==> src/design/yrgb_pkg.sv <==
// Package for the YUYV to RGB pair converter.
// Holds field widths, fixed offsets, clip levels, coefficient defaults and register indexes.
// No dependencies.
package yrgb_pkg;

    localparam int PIX_W   = 8;
    localparam int COEF_W  = 12;
    localparam int FRAC_W  = 10;
    localparam int CFG_IDX_W = 3;

    // Offset luma is signed 9 bits; a product of a gain and it needs 22 bits.
    localparam int LUMA_PROD_W   = COEF_W + 1 + PIX_W + 1;
    localparam int CHROMA_PROD_W = COEF_W + 1 + PIX_W;
    localparam int SUM_W         = 24;

    localparam logic signed [PIX_W+1:0] LUMA_OFFSET = 10'sd16;
    localparam logic signed [SUM_W-1:0] CLIP_LEVEL  = SUM_W'(250 << FRAC_W);
    localparam logic [PIX_W-1:0]        CLIP_VALUE  = 8'd255;

    localparam logic [COEF_W-1:0] LUMA_GAIN_RST     = 12'd1192;
    localparam logic [COEF_W-1:0] BLUE_FROM_CB_RST  = 12'd2066;
    localparam logic [COEF_W-1:0] GREEN_FROM_CR_RST = 12'd833;
    localparam logic [COEF_W-1:0] GREEN_FROM_CB_RST = 12'd403;
    localparam logic [COEF_W-1:0] RED_FROM_CR_RST   = 12'd1634;

    typedef enum logic [CFG_IDX_W-1:0] {
        REG_LUMA_GAIN     = 3'd0,
        REG_BLUE_FROM_CB  = 3'd1,
        REG_GREEN_FROM_CR = 3'd2,
        REG_GREEN_FROM_CB = 3'd3,
        REG_RED_FROM_CR   = 3'd4
    } cfg_reg_t;

    // Products of one macropixel, formed ahead of the channel sums.
    typedef struct packed {
        logic signed [LUMA_PROD_W-1:0]   base_first;
        logic signed [LUMA_PROD_W-1:0]   base_second;
        logic signed [CHROMA_PROD_W-1:0] red_cr;
        logic signed [CHROMA_PROD_W-1:0] green_cr;
        logic signed [CHROMA_PROD_W-1:0] green_cb;
        logic signed [CHROMA_PROD_W-1:0] blue_cb;
    } prod_t;

endpackage

==> src/design/yuyv_to_rgb_pair_converter.sv <==
// Top level of the YUYV 4:2:2 to RGB888 pair converter.
// Depends on yrgb_pkg for widths, constants, register indexes and the product struct.
//
// The block takes one YUYV macropixel word per clock and returns one word of two RGB888
// pixels per clock unless stalled by m_tready. An accepted word sits in the input register;
// six parallel multipliers (two 13x9 for luma, four 13x8 for chroma), the channel sums
// and the clamp turn it into the result register. Unstalled, it moves one word per cycle.
// Backpressure from m_tready holds both registers, and s_tready drops only while both hold
// a word and the result is not taken. The five Q2.10 coefficients are written through the
// cfg port, which is always ready; they must only be changed while no word is in flight.
// Writes to indexes 5 to 7 are ignored.
module yuyv_to_rgb_pair_converter (
    input  logic        aclk,
    input  logic        aresetn,
    input  logic        s_tvalid,
    output logic        s_tready,
    // luma_first, chroma_blue, luma_second, chroma_red (8 bits each, lowest first)
    input  logic [31:0] s_tdata,
    output logic        m_tvalid,
    input  logic        m_tready,
    // red_first, green_first, blue_first, red_second, green_second, blue_second (8 bits each)
    output logic [47:0] m_tdata,
    input  logic        cfg_valid,
    output logic        cfg_ready,
    input  logic [yrgb_pkg::CFG_IDX_W-1:0] cfg_index,
    input  logic [yrgb_pkg::COEF_W-1:0]    cfg_data
);

    localparam int PW  = yrgb_pkg::PIX_W;
    localparam int CW  = yrgb_pkg::COEF_W;
    localparam int SW  = yrgb_pkg::SUM_W;
    localparam int LPW = yrgb_pkg::LUMA_PROD_W;
    localparam int CPW = yrgb_pkg::CHROMA_PROD_W;

    logic [CW-1:0] luma_gain_reg, blue_from_cb_reg, green_from_cr_reg;
    logic [CW-1:0] green_from_cb_reg, red_from_cr_reg;

    logic        in_valid_reg, out_valid_reg;
    logic [31:0] in_data_reg;
    yrgb_pkg::prod_t prod;
    logic [47:0] out_data_reg, out_data_next;

    logic out_en, in_en;

    assign cfg_ready = 1'b1;

    always_ff @(posedge aclk) begin
        if (!aresetn) begin
            luma_gain_reg     <= yrgb_pkg::LUMA_GAIN_RST;
            blue_from_cb_reg  <= yrgb_pkg::BLUE_FROM_CB_RST;
            green_from_cr_reg <= yrgb_pkg::GREEN_FROM_CR_RST;
            green_from_cb_reg <= yrgb_pkg::GREEN_FROM_CB_RST;
            red_from_cr_reg   <= yrgb_pkg::RED_FROM_CR_RST;
        end else if (cfg_valid) begin
            case (cfg_index)
                yrgb_pkg::REG_LUMA_GAIN:     luma_gain_reg     <= cfg_data;
                yrgb_pkg::REG_BLUE_FROM_CB:  blue_from_cb_reg  <= cfg_data;
                yrgb_pkg::REG_GREEN_FROM_CR: green_from_cr_reg <= cfg_data;
                yrgb_pkg::REG_GREEN_FROM_CB: green_from_cb_reg <= cfg_data;
                yrgb_pkg::REG_RED_FROM_CR:   red_from_cr_reg   <= cfg_data;
                default: ;
            endcase
        end
    end

    // Each stage moves on when the one after it is empty or moving on too.
    assign out_en   = !out_valid_reg || m_tready;
    assign in_en    = !in_valid_reg || out_en;
    assign s_tready = in_en;

    always_ff @(posedge aclk) begin
        if (!aresetn) begin
            in_valid_reg  <= 1'b0;
            out_valid_reg <= 1'b0;
        end else begin
            if (in_en) begin
                in_valid_reg <= s_tvalid;
            end
            if (out_en) begin
                out_valid_reg <= in_valid_reg;
            end
        end
    end

    always_ff @(posedge aclk) begin
        if (in_en && s_tvalid) begin
            in_data_reg <= s_tdata;
        end
        if (out_en && in_valid_reg) begin
            out_data_reg <= out_data_next;
        end
    end

    // Products.
    logic signed [PW+1:0] luma_first_off, luma_second_off;
    logic signed [PW-1:0] cb, cr;
    logic signed [CW:0]   g_luma, g_bcb, g_gcr, g_gcb, g_rcr;

    always_comb begin
        luma_first_off  = $signed({2'b00, in_data_reg[7:0]}) - yrgb_pkg::LUMA_OFFSET;
        luma_second_off = $signed({2'b00, in_data_reg[23:16]}) - yrgb_pkg::LUMA_OFFSET;
        // Flipping the top bit of an offset-128 byte gives its signed value.
        cb = $signed({~in_data_reg[15], in_data_reg[14:8]});
        cr = $signed({~in_data_reg[31], in_data_reg[30:24]});
        g_luma = $signed({1'b0, luma_gain_reg});
        g_bcb  = $signed({1'b0, blue_from_cb_reg});
        g_gcr  = $signed({1'b0, green_from_cr_reg});
        g_gcb  = $signed({1'b0, green_from_cb_reg});
        g_rcr  = $signed({1'b0, red_from_cr_reg});
        prod.base_first  = LPW'(g_luma) * LPW'(luma_first_off);
        prod.base_second = LPW'(g_luma) * LPW'(luma_second_off);
        prod.red_cr      = CPW'(g_rcr) * CPW'(cr);
        prod.green_cr    = CPW'(g_gcr) * CPW'(cr);
        prod.green_cb    = CPW'(g_gcb) * CPW'(cb);
        prod.blue_cb     = CPW'(g_bcb) * CPW'(cb);
    end

    function automatic logic [PW-1:0] clamp_channel(input logic signed [SW-1:0] sum);
        logic [PW-1:0] res;
        if (sum < 0) begin
            res = '0;
        end else if (sum > yrgb_pkg::CLIP_LEVEL) begin
            res = yrgb_pkg::CLIP_VALUE;
        end else begin
            res = sum[yrgb_pkg::FRAC_W +: PW];
        end
        return res;
    endfunction

    // Sums and clamp.
    logic signed [SW-1:0] base0, base1, rcr, gcr, gcb, bcb;
    logic signed [SW-1:0] red0, green0, blue0, red1, green1, blue1;

    always_comb begin
        base0 = SW'(prod.base_first);
        base1 = SW'(prod.base_second);
        rcr   = SW'(prod.red_cr);
        gcr   = SW'(prod.green_cr);
        gcb   = SW'(prod.green_cb);
        bcb   = SW'(prod.blue_cb);
        red0   = base0 + rcr;
        green0 = base0 - gcr - gcb;
        blue0  = base0 + bcb;
        red1   = base1 + rcr;
        green1 = base1 - gcr - gcb;
        blue1  = base1 + bcb;
        out_data_next = {clamp_channel(blue1), clamp_channel(green1), clamp_channel(red1),
                         clamp_channel(blue0), clamp_channel(green0), clamp_channel(red0)};
    end

    assign m_tvalid = out_valid_reg;
    assign m_tdata  = out_data_reg;

endmodule

==> config.mk <==
export PLATFORM = sky130hd
export DESIGN_NAME = yuyv_to_rgb_pair_converter
export DESIGN_NICKNAME = d
export VERILOG_FILES = /design/src/design/yrgb_pkg.sv /design/src/design/yuyv_to_rgb_pair_converter.sv
export SDC_FILE = /design/constraint.sdc
export NUM_CORES = 2
export LEC_CHECK = 0
export BUFFER_PORTS_ARGS = -buffer_cell sky130_fd_sc_hd__buf_2
export CAP_MARGIN = 5
export CORE_MARGIN = 3
export CORE_UTILIZATION = 46
export CTS_BUF_LIST = sky130_fd_sc_hd__clkbuf_4 sky130_fd_sc_hd__clkbuf_8
export DETAILED_ROUTE_END_ITERATION = 12
export GPL_ROUTABILITY_DRIVEN = 1
export PLACE_DENSITY_LB_ADDON = 0.12
export SETUP_SLACK_MARGIN = 0.2
export SLEW_MARGIN = 15
export SYNTH_ARGS = -nofsm -noshare
export SYNTH_HDL_FRONTEND = slang
export SYNTH_SLANG_ARGS = --single-unit
==> constraint.sdc <==
create_clock -name aclk -period 12.1 [get_ports aclk]
set_input_delay 1.21 -clock aclk [delete_from_list [all_inputs] [get_ports aclk]]
set_output_delay 1.21 -clock aclk [all_outputs]
set_load 0.03 [all_outputs]
# Yosys cells after proc, flatten, opt, wreduce, memory -nomap -nowiden
# Index checks and enable logic that the tools add are counted.
dict set report word_totals {
  register_bits 142
  input_bits 52
  out_inout_bits 51
  elab_cells 66
}
dict set report op_classes {
  n_addsub 10
  multipliers 6
  order_cmp 12
  eq_ne 4
  muxes 6
  bitwise_logic 2
  reduce_logical 12
}
# op count
set op_table {}
lappend op_table {{$add 22x21->23} 4}
lappend op_table {{$gt 23x19->1 const B} 4}
lappend op_table {{$lt 23x1->1 const B} 4}
lappend op_table {{$mul 13x8->21} 4}
lappend op_table {{$gt 24x19->1 const B} 2}
lappend op_table {{$lt 24x1->1 const B} 2}
lappend op_table {{$mux 8} 6}
lappend op_table {{$sub 23x21->24} 2}
lappend op_table {{$sub 22x21->23} 2}
lappend op_table {{$mul 13x9->22} 2}
lappend op_table {{$sub 8x5->9 const B} 2}
lappend op_table {{$reduce_and 2->1} 5}
lappend op_table {{$eq 3x2->1 const B} 2}
lappend op_table {{$eq 3x1->1 const B} 1}
lappend op_table {{$eq 3x3->1 const B} 1}
lappend op_table {{$logic_not 3->1} 1}
lappend op_table {{$logic_and 1x1->1} 2}
lappend op_table {{$logic_not 1->1} 2}
lappend op_table {{$logic_or 1x1->1} 2}
lappend op_table {{$not 1->1} 2}

# Depth between registers and ports, before layout
dict set report depth {
  word_depth 6
  depth_mapped 36
  depth_no_buf 34
}

# Worst setup path before layout
# OpenSTA, ideal clock, no wires.
dict set report synth_path {
  kind {register to register}
  startpoint {register in_data_reg[4]}
  endpoint {register out_data_reg[10], in the netlist m_tdata[10], data pin}
  setup_ps 279
  arrival_ps 8229
  required_time_ps 11821
  slack_ps 3593
  stages_incl_launch_ff 34
  n_path_buf 1
  period_less_slack_ps 8507
  path_cell_list {edfxtp_1 clkbuf_1 inv_1 ha_1 or3b_2 or2_2 fa_1 fa_1 fa_1 inv_1 fa_1 inv_1 fa_1 inv_1 ha_1 o21ai_0 a21boi_0 o211a_1 o2111ai_1 a31oi_1 a211o_1 a21o_1 xnor2_1 fa_1 inv_1 ha_1 nand3_1 or3_1 or2_2 o211a_1 o31ai_1 a31oi_1 nor4_1 a21oi_1}
}
dict set report synth_via {
  elab_chain_len 6
  word_cells_on_any_way 7
  classes_between {add/sub: 3; mul: 1; order compare: 2; mux: 1}
}
# item line_no
set synth_rtl {}
lappend synth_rtl {{start, declared} yuyv_to_rgb_pair_converter.sv:39} ;# logic [31:0] in_data_reg;
lappend synth_rtl {{start signal, assigned} yuyv_to_rgb_pair_converter.sv:87} ;# in_data_reg <= s_tdata;
lappend synth_rtl {{$sub 8x5->9 *} yuyv_to_rgb_pair_converter.sv:100} ;# luma_first_off = $signed({2'b00, in_data_reg[7:0]}) - yrgb_pkg::LUMA_OFFSET;
lappend synth_rtl {{$mul 13x9->22 *} yuyv_to_rgb_pair_converter.sv:110} ;# prod.base_first = LPW'(g_luma) * LPW'(luma_first_off);
lappend synth_rtl {{$sub 22x21->23 *} yuyv_to_rgb_pair_converter.sv:142} ;# green0 = base0 - gcr - gcb;
lappend synth_rtl {{$sub 23x21->24 *} yuyv_to_rgb_pair_converter.sv:142}
lappend synth_rtl {{$gt 24x19->1} yuyv_to_rgb_pair_converter.sv:122} ;# end else if (sum > yrgb_pkg::CLIP_LEVEL) begin
lappend synth_rtl {{$mux 8} yuyv_to_rgb_pair_converter.sv:122}
lappend synth_rtl {{end signal, assigned} yuyv_to_rgb_pair_converter.sv:90} ;# out_data_reg <= out_data_next;
lappend synth_rtl {{end, declared} yuyv_to_rgb_pair_converter.sv:41} ;# logic [47:0] out_data_reg, out_data_next;
# Mark *: on every way between the ends. The rest lies on a longest branch, timed or not.
# A chain may end at the register's enable or synchronous reset.

# Worst setup path in the final report
dict set report layout_path {
  startpoint {register in_data_reg[4]}
  endpoint {register out_data_reg[8], in the netlist m_tdata[8], data pin}
}
# Same word-level chain as after synthesis.

==> results.cfg <==
[grt]
use_met2 = 0.4314
grt.total_usage = 0.2626
met1_usage = 0.3693
grt_max_degree = 63
grt_pass1_wl_um = 158700
use_met3 = 0.02698
antenna_found_initial = 5
gr-max-usage-layer = met2
grt_pass1_vias = 27940
grt_overflow = 0

[setup_path]
cp_slowest_stage_delay_ns = 0.62
path_max_fanout = 14
cp.required_ns = 12.37
slowest_stage = or3b_2
critPathKind = flop to flop
cp.arrival_ns = 9.95
critPathCaptureType = flop
cp-start-kind = flop
crit_top_cell = fa_1

[clock_tree]
hold_buffers = 0
cts_tree = yes
h-tree-depth = 4
clockRootBuffer = clkbuf_8
clk-insertion-delay-late_ns = 0.57
post_cts_buffers = 0
cts_buffers = 17
cts.sinks = 142
clk_pin_slew_worst_paths_ns = 0.09
cts_resized = 0
clockBufferDepth = 2

[timing]
fin_crit_ns = 9.679
setup_viol = 0
slew_headroom = 0.2665
fin_crit_sh = 0.7999
tightest_slew_ns = 1.100
finalSetupTns_ns = 0
fmax_ghz = 0.1033
rsz0062_at_grt = false
clock_skew_ns = 0.02726
maxSlewViolCount = 0
holdWs_ns = 0.4764
hold_viol = 0

[final_layout]
layout_common_cells = inv_1 (714), ha_1 (461), nand2_1 (446)
fin_area_um2 = 35850
nNetsFinal = 4986
drive_gt1_frac = 0.06960
largest_reg_flops = 48
area_growth_pct = 5.992
register_area_um2 = 3643
multiInputGateArea_um2 = 27050
fin_cells = 5005
final_common_cell = inv_1
fill_cells = 7033

[synth]
synth_seq_cells = 142
netlist_area_um2 = 33830
yosysSeqAreaShare = 0.1077
yosysWarnings = 0
ys.flop_type = edfxtp_1
async_reset_ff_frac = 0
synth-edff-count = 80
synthCells = 3996
synth.net_count = 4943
synth.avg_cell_area_um2 = 8.465
yosys.cell_types.count = 88

[drt]
dr.pass1.iters = 6
via_count = 27420
drt-initial-drc-count = 1838
ant_nets = 0
drc_errors = 0
avgRoutedWirePerCell_um = 19.71
via_per_inst = 5.478
wl_um = 98640

[die]
dieArea_um2 = 76830
fp.dieH_um = 277.2
io-pin-count = 103
coreArea_um2 = 72220
row_count = 98
die_x_um = 277.2
start_util = 0.4684

[placement]
dpl.cell_count = 4970
port-buffer-count = 101
post-dp-hpwl_um = 81350
place_congestion = 0.9675
dpl_cell_area_um2 = 35410

[run]
drv_cap = 0

[status]
outcome = finished clean

[worst_hold_path]
hp-class = flop to flop
-- path summary, 6_finish.rpt --
check | start | end | slack [ns] | cells after the start
setup / recovery | in_data_reg[4] | m_tdata[8] | 2.42 | 32
hold / removal | luma_gain_reg[1] | luma_gain_reg[1] | 0.48 | 2
setup reg to reg | in_data_reg[4] | m_tdata[8] | 2.42 | 32
hold reg to reg | luma_gain_reg[1] | luma_gain_reg[1] | 0.48 | 2
-- synth_stat cells (all sizes together) (14+ instances only) --
library cell | instances | share of area
and2 | 281 | 0.052
mux2i | 14 | 0.0041
xnor2 | 102 | 0.026
nor2b | 60 | 0.011
nand3 | 89 | 0.013
inv | 714 | 0.079
a211oi | 38 | 0.0084
nor3 | 50 | 0.0075
o21bai | 25 | 0.0055
nand2b | 31 | 0.0057
a21o | 59 | 0.013
a21oi | 190 | 0.029
o31ai | 15 | 0.0038
a31oi | 29 | 0.0054
dfxtp | 62 | 0.037
nand2 | 446 | 0.049
o21a | 16 | 0.0036
edfxtp | 80 | 0.071
or3 | 32 | 0.0062
xor2 | 72 | 0.019
and3 | 33 | 0.0061
a21boi | 46 | 0.010
nor2 | 138 | 0.015
o21ai | 92 | 0.014
clkbuf | 113 | 0.013
fa | 434 | 0.26
o211ai | 17 | 0.0038
or2 | 64 | 0.012
ha | 461 | 0.17
-- layout make-up --
| class | instances | share of cell area |
|---|---|---|
| Tap cell | 950 | 0.03315 |
| Clock buffer | 19 | 0.006945 |
| Multi-Input combinational cell | 3018 | 0.7545 |
| Inverter | 714 | 0.07475 |
| Clock inverter | 13 | 0.005270 |
| Antenna cell | 3 | 0.0002094 |
| Sequential cell | 142 | 0.1016 |
| Timing Repair Buffer | 146 | 0.02352 |
-- metrics by stage --
stage	utilization	setup slack (ns)
after floorplan	-	3.593
after global placement	0.4903	2.624
after detailed placement	0.4903	2.529
after CTS	0.4963	2.461
after global routing	0.4964	1.819
final	0.4964	2.421
-- kinds of logic after synthesis --
| kind of cell | share of synthesized area |
|---|---|
| other | 0.0001109 |
| flip-flops | 0.1077 |
| buffers and inverters | 0.09299 |
| adder cells (fa/ha/maj) | 0.4274 |
| AND/OR/NAND/NOR | 0.1935 |
| XOR/XNOR | 0.04505 |
| AO/OA/AOI/OAI | 0.1284 |
| multiplexers | 0.004808 |
-- worst max-delay path: cells and delay by family (launching register included) --
kind	cells	cell delay [ns]
buffers and inverters	5	0.38
DFF	1	0.56
and+or+nand+nor	6	2.35
AOI/OAI and AO/OA	11	2.02
xor gates and xnor gates	1	0.19
adders and majority gates	9	3.87
-- metal layers --
metal,vias to the layer above,part of all wire
met4,0,0.025
li1,13150,-
met3,111,0.048
met1,13490,0.47
met5,-,0
met2,666,0.46
Power is not shown: default switching activity piles up to over one toggle a cycle in this logic, so the estimate is an artifact.
